==> config.mk <==
export PLATFORM = sky130hd
export DESIGN_NAME = textured_wall_column_scaler_core
export DESIGN_NICKNAME = d
export VERILOG_FILES = /design/src/hw/rtl/twcs_pkg.sv /design/src/hw/rtl/twcs_alu.sv /design/src/hw/rtl/twcs_setup.sv /design/src/hw/rtl/twcs_pixel.sv /design/src/hw/rtl/textured_wall_column_scaler_core.sv
export VERILOG_INCLUDE_DIRS = /design/src /design/src/hw/rtl
export SDC_FILE = /design/constraint.sdc
export NUM_CORES = 1
export LEC_CHECK = 0
export ABC_CLOCK_PERIOD_IN_PS = 10070
export BUFFER_PORTS_ARGS = -buffer_cell sky130_fd_sc_hd__buf_2
export CAP_MARGIN = 20
export CORE_AREA = 2 2 170 172
export CTS_BUF_LIST = sky130_fd_sc_hd__clkbuf_4 sky130_fd_sc_hd__clkbuf_8
export DETAILED_ROUTE_END_ITERATION = 8
export DIE_AREA = 0 0 172 174
export PLACE_DENSITY = 0.72
export SLEW_MARGIN = 30
export SYNTH_ARGS = -nofsm -noshare
export SYNTH_HDL_FRONTEND = slang
export SYNTH_SLANG_ARGS = --single-unit
==> constraint.sdc <==
create_clock -name clk -period 10.07 [get_ports clk]
set_input_delay 0.5035 -clock clk [delete_from_list [all_inputs] [get_ports clk]]
set_output_delay 0.5035 -clock clk [all_outputs]
set_load 0.1 [all_outputs]
==> src/hw/rtl/textured_wall_column_scaler_core_defines.svh <==
// ----------------------------------------------------------------------------
// textured wall column scaler - assertion macros
// shared concurrent assertion forms for the column scaler rtl
// ----------------------------------------------------------------------------
`ifndef TEXTURED_WALL_COLUMN_SCALER_CORE_DEFINES_SVH
`define TEXTURED_WALL_COLUMN_SCALER_CORE_DEFINES_SVH

// same-cycle implication, disabled during reset
`define TWCS_ASSERT_IMP(lbl, ck, rn, ante, cons, msg) \
	lbl: assert property (@(posedge ck) disable iff (!rn) (ante) |-> (cons)) \
		else $error(msg);

// next-cycle implication, disabled during reset
`define TWCS_ASSERT_NXT(lbl, ck, rn, ante, cons, msg) \
	lbl: assert property (@(posedge ck) disable iff (!rn) (ante) |=> (cons)) \
		else $error(msg);

`endif

==> src/hw/rtl/twcs_pkg.sv <==
// ----------------------------------------------------------------------------
// twcs_pkg
// types, widths and constants shared by the column scaler modules
// ----------------------------------------------------------------------------
`timescale 1ns / 1ps

package twcs_pkg;

	localparam int TEX_SIZE_DEF    = 64;
	localparam int SCREEN_ROWS_DEF = 512;

	localparam int COL_W  = 10;
	localparam int TCOL_W = 6;
	localparam int HW     = 24;
	localparam int SY_W   = 9;
	localparam int TY_W   = 7;

	localparam int STEP_W  = 31;
	localparam int ACC_W   = 23;
	localparam int TY_LSB  = 16;
	localparam int WT_FRAC = 9;
	localparam int ALU_W   = 32;

	localparam logic [STEP_W-1:0] STEP_MAX = '1;
	localparam logic [ACC_W-1:0]  ACC_MAX  = '1;

	localparam logic CMD_START = 1'b0;
	localparam logic CMD_TICK  = 1'b1;

	typedef enum logic [1:0] {
		ST_IDLE,
		ST_DIV,
		ST_MUL,
		ST_LOAD
	} setup_state_t;

	typedef struct packed {
		logic             sub;
		logic [ALU_W-1:0] a;
		logic [ALU_W-1:0] b;
	} alu_req_t;

	typedef struct packed {
		logic              load;
		logic [STEP_W-1:0] step;
		logic [ACC_W-1:0]  acc;
		logic [HW-1:0]     height;
	} setup_res_t;

	typedef struct packed {
		logic start;
		logic tick;
	} pix_ctrl_t;

endpackage

==> src/hw/rtl/twcs_alu.sv <==
// ----------------------------------------------------------------------------
// twcs_alu
// shared add / subtract unit used by the divide and multiply sequences
// ----------------------------------------------------------------------------
`timescale 1ns / 1ps

module twcs_alu (
	input  twcs_pkg::alu_req_t          req,
	output logic [twcs_pkg::ALU_W:0]    sum
);
	import twcs_pkg::*;

	logic [ALU_W-1:0] b_x;

	// carry out of a subtract means a >= b
	assign b_x = req.b ^ {ALU_W{req.sub}};
	assign sum = {1'b0, req.a} + {1'b0, b_x} + (ALU_W + 1)'(req.sub);

endmodule

==> src/hw/rtl/twcs_setup.sv <==
// ----------------------------------------------------------------------------
// twcs_setup
// per-column sequencer: restoring divide for the texture step, shift-add
// multiply for the clipped start texture offset, both on the shared alu
// ----------------------------------------------------------------------------
`timescale 1ns / 1ps

module twcs_setup #(
	parameter int TEX_SIZE    = twcs_pkg::TEX_SIZE_DEF,
	parameter int SCREEN_ROWS = twcs_pkg::SCREEN_ROWS_DEF
) (
	input  logic                      clk,
	input  logic                      arst_n,
	input  logic                      start,
	input  logic [twcs_pkg::HW-1:0]   height,
	output logic                      busy,
	output twcs_pkg::setup_res_t      res
);
	import twcs_pkg::*;

	localparam int DVW = $clog2(TEX_SIZE + 1) + HW;
	localparam int CW  = $clog2(DVW);
	localparam int QXW = (DVW > STEP_W) ? DVW : STEP_W + 1;
	localparam logic [DVW-1:0] DIVIDEND = DVW'(TEX_SIZE) << HW;
	localparam logic [HW-1:0]  LIMIT    = HW'(SCREEN_ROWS * 256);

	setup_state_t state_q, state_d;
	logic [CW-1:0]     cnt_q;
	logic [HW-1:0]     h_q;
	logic              clip_q;
	logic [HW-1:0]     rem_q;
	logic [DVW-1:0]    q_q;
	logic [STEP_W-1:0] hi_q;
	logic [HW-1:0]     lo_q;

	alu_req_t          req;
	logic [ALU_W:0]    sum;
	logic [HW:0]       rem_sh;
	logic              div_ge;
	logic              div_last;
	logic              mul_last;
	logic [QXW-1:0]    q_ext;
	logic [STEP_W-1:0] step_sat;
	logic [STEP_W:0]   mul_s;

	twcs_alu u_alu (
		.req (req),
		.sum (sum)
	);

	assign rem_sh   = {rem_q, q_q[DVW-1]};
	assign div_ge   = sum[ALU_W];
	assign div_last = (cnt_q == CW'(DVW - 1));
	assign mul_last = (cnt_q == CW'(HW - 1));
	assign q_ext    = QXW'(q_q);
	assign step_sat = (q_ext > QXW'(STEP_MAX)) ? STEP_MAX : q_ext[STEP_W-1:0];
	assign mul_s    = lo_q[0] ? sum[STEP_W:0] : {1'b0, hi_q};

	always_comb begin
		if (state_q == ST_MUL) begin
			req.sub = 1'b0;
			req.a   = {1'b0, hi_q};
			req.b   = {1'b0, step_sat};
		end else begin
			req.sub = 1'b1;
			req.a   = ALU_W'(rem_sh);
			req.b   = ALU_W'(h_q);
		end
	end

	always_comb begin
		state_d = state_q;
		case (state_q)
			ST_IDLE: begin
				if (start && (height != '0))
					state_d = ST_DIV;
			end
			ST_DIV: begin
				if (div_last)
					state_d = clip_q ? ST_MUL : ST_LOAD;
			end
			ST_MUL: begin
				if (mul_last)
					state_d = ST_LOAD;
			end
			ST_LOAD: state_d = ST_IDLE;
			default: state_d = ST_IDLE;
		endcase
	end

	always_comb begin
		busy     = 1'b1;
		res.load = 1'b0;
		case (state_q)
			ST_IDLE: busy = 1'b0;
			ST_LOAD: res.load = 1'b1;
			default: busy = 1'b1;
		endcase
		// product sits in {hi, lo}; start texture offset is product >> 9, saturated to 23 bits
		res.step   = step_sat;
		res.height = clip_q ? LIMIT : h_q;
		if (!clip_q)
			res.acc = '0;
		else if (hi_q[STEP_W-1:8] != '0)
			res.acc = ACC_MAX;
		else
			res.acc = {hi_q[7:0], lo_q[HW-1:9]};
	end

	always_ff @(posedge clk or negedge arst_n) begin
		if (!arst_n) begin
			state_q <= ST_IDLE;
			cnt_q   <= '0;
		end else begin
			state_q <= state_d;
			if ((state_q == ST_DIV && div_last) || (state_q == ST_MUL && mul_last)
					|| state_q == ST_IDLE)
				cnt_q <= '0;
			else
				cnt_q <= cnt_q + CW'(1);
		end
	end

	always_ff @(posedge clk) begin
		case (state_q)
			ST_IDLE: begin
				if (start) begin
					h_q    <= height;
					clip_q <= (height > LIMIT);
					rem_q  <= '0;
					q_q    <= DIVIDEND;
				end
			end
			ST_DIV: begin
				rem_q <= div_ge ? sum[HW-1:0] : rem_sh[HW-1:0];
				q_q   <= {q_q[DVW-2:0], div_ge};
				if (div_last) begin
					hi_q <= '0;
					lo_q <= h_q - LIMIT;
				end
			end
			ST_MUL: begin
				hi_q <= mul_s[STEP_W:1];
				lo_q <= {mul_s[0], lo_q[HW-1:1]};
			end
			default: begin
			end
		endcase
	end

endmodule

==> src/hw/rtl/twcs_pixel.sv <==
// ----------------------------------------------------------------------------
// twcs_pixel
// column state and per-tick pixel stepping with the output word register
// ----------------------------------------------------------------------------
`timescale 1ns / 1ps

module twcs_pixel #(
	parameter int TEX_SIZE    = twcs_pkg::TEX_SIZE_DEF,
	parameter int SCREEN_ROWS = twcs_pkg::SCREEN_ROWS_DEF
) (
	input  logic                          clk,
	input  logic                          arst_n,
	input  twcs_pkg::pix_ctrl_t           ctrl,
	input  logic [twcs_pkg::COL_W-1:0]    column_x,
	input  logic [twcs_pkg::TCOL_W-1:0]   texture_column,
	input  twcs_pkg::setup_res_t          res,
	input  logic                          out_stall,
	output logic                          out_valid,
	output logic [twcs_pkg::COL_W-1:0]    screen_x,
	output logic [twcs_pkg::SY_W-1:0]     screen_y,
	output logic [twcs_pkg::TCOL_W-1:0]   texel_x,
	output logic [twcs_pkg::TY_W-1:0]     texel_y,
	output logic                          texel_outside,
	output logic                          last_row
);
	import twcs_pkg::*;

	localparam int RW   = $clog2(SCREEN_ROWS + 1);
	localparam int WTW  = $clog2(SCREEN_ROWS * 256);
	localparam int SUMW = RW + WTW;
	localparam logic [HW-1:0] LIMIT = HW'(SCREEN_ROWS * 256);

	logic              busy_q;
	logic [RW-1:0]     row_q;
	logic [RW-1:0]     rows_q;
	logic [WTW-1:0]    wall_top_q;
	logic [ACC_W-1:0]  acc_q;
	logic [STEP_W-1:0] step_q;
	logic [COL_W-1:0]  col_q;
	logic [TCOL_W-1:0] tcol_q;

	logic              out_valid_q;
	logic [COL_W-1:0]  screen_x_q;
	logic [SY_W-1:0]   screen_y_q;
	logic [TCOL_W-1:0] texel_x_q;
	logic [TY_W-1:0]   texel_y_q;
	logic              texel_outside_q;
	logic              last_row_q;

	logic              emit;
	logic              last;
	logic [TY_W-1:0]   ty;
	logic [SUMW-1:0]   y_sum;
	logic [STEP_W:0]   acc_sum;
	logic [ACC_W-1:0]  acc_next;
	logic [HW:0]       rows_sum;

	assign emit     = ctrl.tick && busy_q;
	assign ty       = acc_q[ACC_W-1:TY_LSB];
	assign last     = ((RW + 1)'(row_q) + (RW + 1)'(1)) >= (RW + 1)'(rows_q);
	assign y_sum    = SUMW'(row_q) + SUMW'(wall_top_q >> WT_FRAC);
	assign acc_sum  = (STEP_W + 1)'(acc_q) + (STEP_W + 1)'(step_q);
	assign acc_next = (acc_sum[STEP_W:ACC_W] != '0) ? ACC_MAX : acc_sum[ACC_W-1:0];
	// rows covered: ceiling of the clipped Q16.8 height
	assign rows_sum = (HW + 1)'(res.height) + (HW + 1)'(255);

	always_ff @(posedge clk or negedge arst_n) begin
		if (!arst_n) begin
			busy_q <= 1'b0;
			row_q  <= '0;
		end else if (ctrl.start) begin
			busy_q <= 1'b0;
			row_q  <= '0;
		end else if (res.load) begin
			busy_q <= 1'b1;
			row_q  <= '0;
		end else if (emit) begin
			if (last) begin
				busy_q <= 1'b0;
				row_q  <= '0;
			end else begin
				row_q <= row_q + RW'(1);
			end
		end
	end

	always_ff @(posedge clk) begin
		if (ctrl.start) begin
			col_q  <= column_x;
			tcol_q <= texture_column;
		end
		if (res.load) begin
			step_q     <= res.step;
			acc_q      <= res.acc;
			wall_top_q <= WTW'(LIMIT - res.height);
			rows_q     <= RW'(rows_sum >> 8);
		end else if (emit) begin
			acc_q <= acc_next;
		end
	end

	always_ff @(posedge clk or negedge arst_n) begin
		if (!arst_n)
			out_valid_q <= 1'b0;
		else if (emit)
			out_valid_q <= 1'b1;
		else if (!out_stall)
			out_valid_q <= 1'b0;
	end

	always_ff @(posedge clk) begin
		if (emit) begin
			screen_x_q      <= col_q;
			screen_y_q      <= y_sum[SY_W-1:0];
			texel_x_q       <= tcol_q;
			texel_y_q       <= ty;
			texel_outside_q <= ({2'b00, ty} > (TY_W + 2)'(TEX_SIZE - 1));
			last_row_q      <= last;
		end
	end

	assign out_valid     = out_valid_q;
	assign screen_x      = screen_x_q;
	assign screen_y      = screen_y_q;
	assign texel_x       = texel_x_q;
	assign texel_y       = texel_y_q;
	assign texel_outside = texel_outside_q;
	assign last_row      = last_row_q;

endmodule

==> src/hw/rtl/textured_wall_column_scaler_core.sv <==
// ----------------------------------------------------------------------------
// textured_wall_column_scaler_core
// raycaster wall slice scaler: per-column setup, then one pixel word per tick
// ----------------------------------------------------------------------------
// channel | direction | handshake           | payload
// in      | input     | in_valid / in_stall   | cmd, column_x, texture_column, wall_height
// out     | output    | out_valid / out_stall | screen_x, screen_y, texel_x, texel_y,
//         |           |                       | texel_outside, last_row
//
// a start word with nonzero height holds in_stall through the divide, then the
// multiply for a clipped wall, then the load state; both loops run on the
// single shared add / subtract unit
// a tick word yields one pixel word while the column is open
// in_stall also rises while a finished pixel word waits under out_stall
// reset clears the sequencer, the column state and the output valid
// ----------------------------------------------------------------------------
`timescale 1ns / 1ps

`include "textured_wall_column_scaler_core_defines.svh"

module textured_wall_column_scaler_core #(
	parameter int TEX_SIZE    = twcs_pkg::TEX_SIZE_DEF,
	parameter int SCREEN_ROWS = twcs_pkg::SCREEN_ROWS_DEF
) (
	input  logic                          clk,
	input  logic                          arst_n,
	input  logic                          in_valid,
	output logic                          in_stall,
	input  logic                          cmd,
	input  logic [twcs_pkg::COL_W-1:0]    column_x,
	input  logic [twcs_pkg::TCOL_W-1:0]   texture_column,
	input  logic [twcs_pkg::HW-1:0]       wall_height,
	output logic                          out_valid,
	input  logic                          out_stall,
	output logic [twcs_pkg::COL_W-1:0]    screen_x,
	output logic [twcs_pkg::SY_W-1:0]     screen_y,
	output logic [twcs_pkg::TCOL_W-1:0]   texel_x,
	output logic [twcs_pkg::TY_W-1:0]     texel_y,
	output logic                          texel_outside,
	output logic                          last_row
);
	import twcs_pkg::*;

	logic       st_busy;
	logic       in_acc;
	setup_res_t res;
	pix_ctrl_t  ctrl;

	assign in_stall = st_busy || (out_valid && out_stall);
	assign in_acc   = in_valid && !in_stall;
	// start sits in the upper bit, tick in the lower
	assign ctrl     = {in_acc && (cmd == CMD_START), in_acc && (cmd == CMD_TICK)};

	twcs_setup #(
		.TEX_SIZE    (TEX_SIZE),
		.SCREEN_ROWS (SCREEN_ROWS)
	) u_setup (
		.clk    (clk),
		.arst_n (arst_n),
		.start  (ctrl.start),
		.height (wall_height),
		.busy   (st_busy),
		.res    (res)
	);

	twcs_pixel #(
		.TEX_SIZE    (TEX_SIZE),
		.SCREEN_ROWS (SCREEN_ROWS)
	) u_pixel (
		.clk            (clk),
		.arst_n         (arst_n),
		.ctrl           (ctrl),
		.column_x       (column_x),
		.texture_column (texture_column),
		.res            (res),
		.out_stall      (out_stall),
		.out_valid      (out_valid),
		.screen_x       (screen_x),
		.screen_y       (screen_y),
		.texel_x        (texel_x),
		.texel_y        (texel_y),
		.texel_outside  (texel_outside),
		.last_row       (last_row)
	);

	`TWCS_ASSERT_NXT(a_start_holds_stall, clk, arst_n, ctrl.start && (wall_height != '0), in_stall, "start word did not stall input")
	`TWCS_ASSERT_NXT(a_zero_height_idle, clk, arst_n, ctrl.start && (wall_height == '0), !st_busy, "zero height start began setup")
	`TWCS_ASSERT_IMP(a_word_from_tick, clk, arst_n, $rose(out_valid), $past(ctrl.tick), "pixel word without a tick")

endmodule

Word level (Yosys, flattened, before mapping) --
Index checks and enable logic that the tools add are counted.
Storage, ports and cells: word-level logic and storage cells 111, flip-flop bits (word level) 285
Cells by class: multiplexer cells 36, bitwise gates (word level) 2, magnitude comparators 4, equal/unequal tests 10, reductions and logical operators 26, add/sub/neg operators 10
Operators by type and width (count):
- one-hot mux 31 bit (2 select lines) | 2
- two-way mux 23 bit | 5
- one-hot mux 24 bit (2 select lines) | 2
- two-way mux 31 bit | 3
- two-way mux 24 bit | 3
- two-way mux 65 bit | 1
- two-way mux 10 bit | 4
- adder 32 x 32 -> 33 bit | 1
- adder 33 x 1 -> 33 bit | 1
- adder 23 x 31 -> 32 bit | 1
- two-way mux 32 bit | 1
- bitwise XOR 32 bit | 1
- > comparator 31 bit (second input constant) | 1
- > comparator 24 x 18 -> 1 bit (second input constant) | 1
- nonzero test 24 bit | 1
- subtractor 24 x 18 -> 24 bit (second input constant) | 1
- nonzero test 23 bit | 1
- adder 18 x 8 -> 18 bit (second input constant) | 1
- two-way mux 18 bit | 1
- subtractor 1 x 17 -> 17 bit (first input constant) | 1
- adder 10 x 1 -> 11 bit (second input constant) | 1
- >= comparator 11 x 10 -> 1 bit | 1
- adder 10 x 1 -> 10 bit (second input constant) | 1
- == test 5 bit (second input constant) | 2
- 20 further kinds | 50

Depth between registers and ports, before layout --
Gate-level depths: netlist of run 1.
depth after elaboration 10, mapped depth 18

Modules after synthesis --
Synthesis of run 1 repeated with hierarchy kept, for this count alone.
Second synthesis, totals: cell total of the unflattened synthesis 1504, area, all modules 16382.0 µm²
Modules (own cells, without submodules):
- twcs_pixel | area an instance 7189.4 µm², seq. area each 3963.8 µm², instances 1, cells an instance 587
- twcs_setup | area an instance 7078.0 µm², seq. area each 4229.1 µm², instances 1, cells an instance 614
- twcs_alu | area an instance 2082.0 µm², seq. area each 0.0 µm², instances 1, cells an instance 299
- textured_wall_column_scaler_core | area an instance 32.5 µm², seq. area each 0.0 µm², instances 1, cells an instance 4

Worst setup path before layout of run 1 --
Ideal clock, no wire load.
path kind register -> register, start reg u_setup.state_q[0], end reg u_setup.hi_q[0], enable pin, arrival time 5.202 ns, slack 4.324 ns, stages on the path, launching flop included 7, period minus slack after synthesis 5.746 ns, path buffers 2, data required time 9.526 ns, path through dfrtp_1 > inv_1 > ha_1 > inv_1 > clkbuf_1 > clkbuf_1 > o21ai_0
On the way: cells in the longest elaborated chain, start to end 3, elaborated cells between the ends (all ways) 5
Ends and longest elaborated chain:
- from (decl) | line twcs_setup.sv:27 | setup_state_t state_q, state_d;
- from (signal assigned) | line twcs_setup.sv:115 | state_q <= state_d;
- == test 2 x 1 -> 1 bit or == test 2 bit (tied branches) | line twcs_setup.sv:125 | case (state_q)
- != test 2 x 1 -> 1 bit (no line) or nonzero test 2 bit (tied branches)
- AND reduction 2 bit (no line) *
- to (signal assigned) | line twcs_setup.sv:143 | hi_q <= mul_s[STEP_W:1];
- to (decl) | line twcs_setup.sv:33 | logic [STEP_W-1:0] hi_q;
Every way passes the cells marked *; elsewhere a longest branch is shown, timed or not. A chain may end at the register's enable or synchronous reset.

Worst setup path in the final report of run 1 --
start reg u_setup.state_q[0], end reg u_setup.rem_q[8], data pin
On the way: cells in the longest elaborated chain, start to end 7, elaborated cells between the ends (all ways) 9
Ends and longest elaborated chain:
- == test 2 bit | line twcs_setup.sv:60 | if (state_q == ST_MUL) begin
- two-way mux 65 bit | line twcs_setup.sv:60
- bitwise XOR 32 bit | line twcs_alu.sv:16 | assign b_x = req.b ^ {ALU_W{req.sub}};
- adder 32 x 32 -> 33 bit | line twcs_alu.sv:17 | assign sum = {1'b0, req.a} + {1'b0, b_x} + (ALU_W + 1)'(req.sub);
- adder 33 x 1 -> 33 bit | line twcs_alu.sv:17
- two-way mux 24 bit | line twcs_setup.sv:135 | rem_q <= div_ge ? sum[HW-1:0] : rem_sh[HW-1:0];
- one-hot mux 24 bit (2 select lines) * | line twcs_setup.sv:125
- to (signal assigned) | line twcs_setup.sv:135
- to (decl) | line twcs_setup.sv:31 | logic [HW-1:0] rem_q;
Marked as above.

==> summary.txt, run 1 <==
Power and ir drop
  – Cell-internal power: 3.301 mW
  – NetSw: 2.399 mW
  – P_leak: 6.480 nW
  – Switching Fraction: 0.4209
  – Power per Cell Area: 336.9 nW/um^2
  – Register share of total power: 0.336
  – Combinational share of power: 0.488
  – Max VDD drop: 0.2326 mV
  – Tot Pwr: 5.700 mW
  – Clk pwr share: 0.176

CTS
  – Reg clk slew, reported paths: 0.06 ns
  – CTS Buffer Depth: 3
  – TritonCTS buffer count: 47
  – Clock root cell: clkbuf_8
  – CTS tree: done
  – Clock latency on the worst-skew pair: 0.58 ns
  – Post-CTS Setup Bufs: 0
  – CTS sink count: 276
  – CTS H-tree depth: 2

Critical path
  – Critical Path AT: 5.04 ns
  – Worst reg2reg path startpoint: u_setup.state_q[0]$_DFFE_PN0P_
  – CP Capture Type: flop
  – Reg-to-reg endpoint: u_setup.rem_q[8]$_SDFFCE_PN0P_
  – Reg2reg setup slack: 5.33 ns
  – Class of the most critical setup path: flop to flop
  – CP Launch Type: flop
  – Crit path required time: 10.37 ns
  – Worst Path Max Fanout: 44
  – Setup crit start: u_setup.state_q[0]$_DFFE_PN0P_
  – R2r worst-path depth: 15

Detailed routing
  – Vias/cell: 5.771
  – Post-route DRC: 0
  – First-pass iteration count of the detailed router: 5
  – Routed wire length: 34.05 mm
  – Initial drt markers: 744
  – Vias post-DR: 10640
  – WL/cell: 18.46 um
  – Antenna Violating Nets Remaining: 0

Layout
  – Non-Filler Instances: 1844
  – Share of cells above drive strength 1: 0.1664
  – Filler cells: 2362
  – Design Area, Final: 16920 sq um
  – Area delta synth->final: 10.90%
  – Core Util, Final: 0.5992
  – Diode count: 0
  – Final nets: 1550

Flow run
  – Max-Cap Viols: 0

Global route
  – Vias in the first global route: 10280
  – Pin count of the biggest net entering global routing: 62
  – Antenna violations before repair: 0
  – GRT Total Usage: 0.2330
  – First-pass GRT wire length: 54.94 mm
  – GRT Residual Overflow: 0

Yosys
  – Post-synth ARST share: 0.06884
  – Mapped Cells: 1356
  – Cell taking the most area after synthesis: edfxtp_1
  – Synth Flop Type: edfxtp_1
  – EDFF count, synth: 257
  – Post-synthesis sequential area ratio: 0.5370
  – Syn nets: 1483
  – Register bit total from synthesis: 276
  – Ys Warns: 0
  – Top cells by area, synth: edfxtp_1 51%, ha_1 6.5%, mux2i_1 3.3%, dfrtp_1 3.1%, o21ai_0 3.1%
  – Netlist cell types: 77
  – Synthesized area per cell: 11.25 sq um
  – Yosys top cell area share: 0.5059
  – Mapped Area: 15260 sq um

Placed design
  – Post-DP HPWL: 23.91 mm
  – Number of cells after detailed placement: 1757
  – Placement Setup Slack: 5.364 ns
  – Placer congestion estimate: 0.8857
  – Placed cell areas: 15970 sq um
  – # port buffers: 80

Timing
  – Final Critical Period: 4.742 ns
  – Fmax: 210.9 MHz
  – Final setup viols: 0
  – Final worst slack: 5.328 ns
  – Final Slew Violations: 0
  – Fin crit share: 0.4709
  – Setup TNS: 0 ns
  – Hold Slack: 0.1116 ns
  – RSZ-0062 raised after global routing: no
  – Final hold vios: 0
  – Least-Margin Pin Slew: 0.7739 ns
  – Worst Clk Skew: 0.02315 ns
  – Slew headroom: 0.4840

Die
  – Full die area: 29930 sq um
  – Total core area: 28240 sq um
  – Die span in y: 174 um
  – Initial Util: 0.5403
  – I/O pin count: 81
  – Num rows: 62
  – Chip width: 172 um

Min path
  – Number of instances on the worst hold path: 1
  – Worst hold endpoint: u_pixel.col_q[7]$_DFFE_PP_
  – Worst Hold Launch: column_x[7]
  – Hold Crit Class: input pin to flop

Outcome
  – Outcome: complete, no violations
cell families (layout without fill, tap and decap cells):
logic type | after synthesis | count (layout) | share of synthesized area
AOI/OAI and AO/OA | 315 | 315 | 0.1304
muxes | 88 | 88 | 0.06085
xor gates and xnor gates | 80 | 80 | 0.04593
and+or+nand+nor | 376 | 376 | 0.1204
buffers and inverters | 139 | 243 | 0.03666
DFF | 276 | 276 | 0.5370
adders and majority gates | 82 | 82 | 0.06873
layout make-up:
cell class                 count  area [sq um]  area share
multi-input combinational    941          6554      0.3874
sequential                   276          8193      0.4842
inverter                      62         232.7     0.01376
clock inverter                14         77.57    0.004585
timing repair buffer          95         515.5     0.03047
tap                          384         480.5     0.02840
clock buffer                  72         865.8     0.05118
state kept, by name, indices dropped and copies added, names as in the netlist:
register / flops
u_pixel.screen_y: 9
u_setup.clip_q: 1
u_pixel.texel_y: 7
u_pixel.screen_x: 10
u_pixel.rows_q: 10
u_pixel.tcol_q: 6
u_pixel.step_q: 31
u_setup.h_q: 24
u_setup.q_q: 31
u_pixel.texel_outside: 1
u_pixel.out_valid: 1
u_pixel.texel_x: 6
u_setup.cnt_q: 5
u_pixel.last_row: 1
u_pixel.wall_top_q: 8
u_pixel.col_q: 10
u_pixel.acc_q: 23
u_setup.lo_q: 24
u_pixel.busy_q: 1
u_setup.state_q: 2
u_setup.hi_q: 31
u_setup.rem_q: 24
u_pixel.row_q: 10
cell usage after synthesis (4+ instances only):
cell type,n
buf_6,4
nor2_1,120
o22ai_1,7
edfxtp_1,257
nand4_1,6
a31oi_1,7
and3_1,12
o21ai_0,95
or3_1,5
o21bai_1,8
nor2b_1,5
and2_1,23
nand2b_1,25
dfrtp_1,19
xnor2_1,37
and4_1,5
a21boi_0,6
nand3b_1,6
nand2_1,90
o2111ai_1,5
a22oi_1,22
mux2_2,38
a21o_1,20
inv_1,62
mux2i_1,50
o211ai_1,9
nand3_1,24
a21oi_1,75
o31ai_1,6
nor3_1,15
clkbuf_1,67
ha_1,79
nor3b_1,4
or2_2,9
xor2_1,43
o21a_1,11
nor4_1,14
a211oi_1,11
power groups by stage:
stage	logic, mW	registers [mW]	clock network [mW]
4_1_cts	2.77	1.91	1.03
3_5_place_dp	2.75	1.93	0
5_1_grt	3.09	1.94	1.07
2_1_floorplan	2.10	1.98	0
6_report	2.78	1.91	1.00
3_3_place_gp	2.71	1.92	0
what timing repair did:
| action | CTS | global route |
|---|---|---|
| hold buffers | 1 | 0 |
| hold endpoints to repair | 19 | 0 |
| gates resized for setup | 0 | 0 |
layer usage:
metal  GRT usage  share of wire
met1      0.3401           0.45
met2      0.3519           0.45
met3     0.03529          0.066
met4     0.09069          0.032
met5           0              0
worst max-delay path by stage:
| stage | to | cells past startpoint |
|---|---|---|
| floorplan | u_setup.hi_q[0]$_SDFFCE_PN0P_ | 6 |
| global placement | u_setup.rem_q[1]$_SDFFCE_PN0P_ | 15 |
| detailed placement | u_setup.rem_q[13]$_SDFFCE_PN0P_ | 15 |
| CTS | u_setup.rem_q[8]$_SDFFCE_PN0P_ | 15 |
| global route | u_setup.rem_q[12]$_SDFFCE_PN0P_ | 14 |
| finish | u_setup.rem_q[8]$_SDFFCE_PN0P_ | 15 |
critical path: stages, from the launching register on:
cell and delay (ns):
dfrtp_1 0.43, inv_1 0.14, ha_4 0.48, inv_1 0.19, buf_4 0.33, mux2i_1 0.19
ha_1 0.39, o21a_1 0.22, or2_2 0.27, o2111ai_1 0.09, nand3_2 0.18, o2111a_1 0.34
o211ai_2 0.31, nand2_2 0.49, mux2i_1 0.33, nor2_1 0.07
cell usage in the layout (no fill, tap or decap), drive strengths merged, types with 5 or more instances in the layout:
master and count:
edfxtp 257, nor2 121, o21ai 98, buf 94, nand2 92, ha 79
a21oi 77, clkbuf 72, inv 62, mux2i 50, xor2 43, mux2 38
xnor2 37, nand2b 25, nand3 25, and2 25, a22oi 24, a21o 20
dfrtp 19, nor3 15, nor4 15, and3 12, a211oi 12, o21a 11
o211ai 10, or2 9, clkinv 9, o21bai 8, a31oi 7, o22ai 7
a21boi 6, nand4 6, nand3b 6, o31ai 6, nor2b 5, and4 5
or3 5, o2111ai 5, clkinvlp 5
Power figures use the tool's default switching activity.
==> run 2, diff against run 1 <==
- ABC_CLOCK_PERIOD_IN_PS: 10070 -> 4700
- clock period: 10.07 -> 4.7 ns (I/O delays scaled with it)
==> run 2 against run 1 <==
  * Clock power grew 120%
  * First-iteration DRC count grew 6.2%
  * Sequential cell count is the same
  * Wire length grew 4.5%
  * Utilization grew 1.7 points
==> summary.txt, run 2 (synthesis gave the netlist of run 1 again) <==
Outcome
  – Outcome: complete, no violations

Global route
  – GRT Total Usage: 0.2402
  – First-pass GRT wire length: 56.24 mm
  – Vias in the first global route: 10510
  – GRT Residual Overflow: 0
  – Antenna violations before repair: 0
  – Pin count of the biggest net entering global routing: 68

Layout
  – Final nets: 1595
  – Design Area, Final: 17390 sq um
  – Diode count: 0
  – Register area: 8193 sq um
  – Filler cells: 2328
  – Multi-input logic area: 6554 sq um
  – Share of cells above drive strength 1: 0.1620
  – Non-Filler Instances: 1890
  – Area delta synth->final: 13.98%
  – Commonest non-fill, non-tap cells in the layout: 257 x edfxtp_1, 118 x nor2_1, 94 x o21ai_0
  – Most common cell after layout, fill and taps aside: edfxtp_1
  – Largest regs: u_pixel.step_q x31, u_setup.hi_q x31, u_setup.q_q x31

Timing
  – Final setup viols: 0
  – Hold Slack: 0.1638 ns
  – Final Slew Violations: 0
  – Setup TNS: 0 ns
  – Least-Margin Pin Slew: 0.8123 ns
  – Fin crit share: 0.8819
  – Fmax: 241.3 MHz
  – Final hold vios: 0
  – RSZ-0062 raised after global routing: no
  – Final Critical Period: 4.145 ns
  – Slew headroom: 0.4564
  – Worst Clk Skew: 0.02250 ns

Detailed routing
  – Antenna Violating Nets Remaining: 0
  – Routed wire length: 35.56 mm
  – Initial drt markers: 790
  – Vias post-DR: 10870
  – Post-route DRC: 0
  – WL/cell: 18.82 um
  – First-pass iteration count of the detailed router: 6
  – Vias/cell: 5.749

CTS
  – CTS sink count: 276
  – Post-CTS Resized: 0
  – CTS tree: done
  – CTS Buffer Depth: 3
  – CTS H-tree depth: 2
  – Clock latency on the worst-skew pair: 0.58 ns
  – Clock root cell: clkbuf_8
  – Reg clk slew, reported paths: 0.07 ns
  – TritonCTS buffer count: 47

Die
  – Total core area: 28240 sq um
  – Die span in y: 174 um
  – I/O pin count: 81
  – Num rows: 62
  – Full die area: 29930 sq um
  – Chip width: 172 um
  – Initial Util: 0.5403

Critical path
  – Critical Path AT: 4.46 ns
  – Crit path required time: 5.01 ns
  – CP Capture Type: flop
  – CP dominant cell by count: buf_4
  – CP Launch Type: flop
  – Worst Path Max Fanout: 27
  – R2r worst-path depth: 15
  – Critical-path top delay cell: dfrtp_1
  – Class of the most critical setup path: flop to flop
  – Crit-path max cell delay: 0.43 ns
  – CP Cell Sequence: inv_1 -> ha_4 -> buf_4 -> mux2_2 -> ha_1 -> a21oi_1 -> o21a_1 -> or3_1 -> nand3_2 -> o2111a_1 -> o211ai_2 -> nand2_2 -> buf_4 -> mux2i_1 -> nor2_1

Power and ir drop
  – Tot Pwr: 12.38 mW
  – Power per Cell Area: 712.2 nW/um^2
  – Max VDD drop: 0.4023 mV
  – P_leak: 6.693 nW

Min path
  – Hold Crit Class: input pin to asynchronous set/reset pin

Placed design
  – # port buffers: 80
  – Placer congestion estimate: 0.9310
  – Number of cells after detailed placement: 1761
  – Post-DP HPWL: 25.02 mm
  – Placed cell areas: 16010 sq um

Flow run
  – Max-Cap Viols: 0
run 2: cell types whose count changed in the layout (fill, tap and decap cells not counted), moves of 2 or more:
cell | before | now
buf_4 | 14 | 17
inv_8 | 0 | 2
clkinv_1 | 4 | 8
dlygate4sd3_1 | 1 | 42
clkinvlp_4 | 5 | 1
run 2: metrics by stage:
| step | util | setup WS, ns |
|---|---|---|
| after global placement | 0.5669 | 0.6143 |
| final | 0.6158 | 0.5551 |
| after CTS | 0.6158 | 0.5644 |
| after floorplan | - | 0.4014 |
| after global routing | 0.6158 | 0.2927 |
| after detailed placement | 0.5669 | 0.5659 |
run 2: routing by layer:
metal / track usage / share of wire / up-vias
li1: - / - / 5220
met1: 0.3345 / 0.44 / 5248
met2: 0.3819 / 0.46 / 328
met3: 0.03848 / 0.058 / 70
met4: 0.08683 / 0.034 / 0
met5: 0 / 0 / -
run 2: power breakdown:
part	switching [mW]	internal [mW]	leakage, nW	total [mW]
combinational	3.78	2.30	3.59	6.08
sequential	0.447	3.66	2.59	4.11
clock	0.980	1.21	0.513	2.19
total	5.21	7.17	6.69	12.4
run 2: critical path: cells and delay by family, from the launching register on:
| family | cells | cell delay (ns) |
|---|---|---|
| buffers and inverters | 3 | 0.78 |
| AO/OA/AOI/OAI | 4 | 0.74 |
| adder cells (fa/ha/maj) | 2 | 0.73 |
| AND/OR/NAND/NOR | 4 | 0.58 |
| multiplexers | 2 | 0.62 |
| flip-flops | 1 | 0.43 |
run 2: layout make-up:
class                           instances  area share
Timing Repair Buffer                  140     0.05570
Tap cell                              384     0.02763
Inverter                               62     0.01338
Sequential cell                       276      0.4712
Clock buffer                           70     0.04857
Multi-Input combinational cell        941      0.3769
Clock inverter                         17    0.006620
run 2: path summary, 6_finish.rpt:
check	start	to	slack (ns)
max	u_setup.state_q[0]$_DFFE_PN0P_	u_setup.rem_q[20]$_SDFFCE_PN0P_	0.56
min	arst_n	u_setup.cnt_q[2]$_DFF_PN0_	0.16
min reg2reg	u_pixel.tcol_q[0]$_DFFE_PP_	u_pixel.texel_x[0]$_DFFE_PP_	0.41
min in group clk	cmd	u_pixel.texel_y[4]$_DFFE_PP_	0.21
max in group asynchronous	arst_n	u_pixel.row_q[1]$_DFFE_PN0P_	4.18
max reg2reg	u_setup.state_q[0]$_DFFE_PN0P_	u_setup.rem_q[20]$_SDFFCE_PN0P_	0.56
run 2: repair_timing:
item                      4_1_cts  5_1_grt
hold buffers                   42        0
hold endpoints to repair       61        0
buffers inserted                0        0
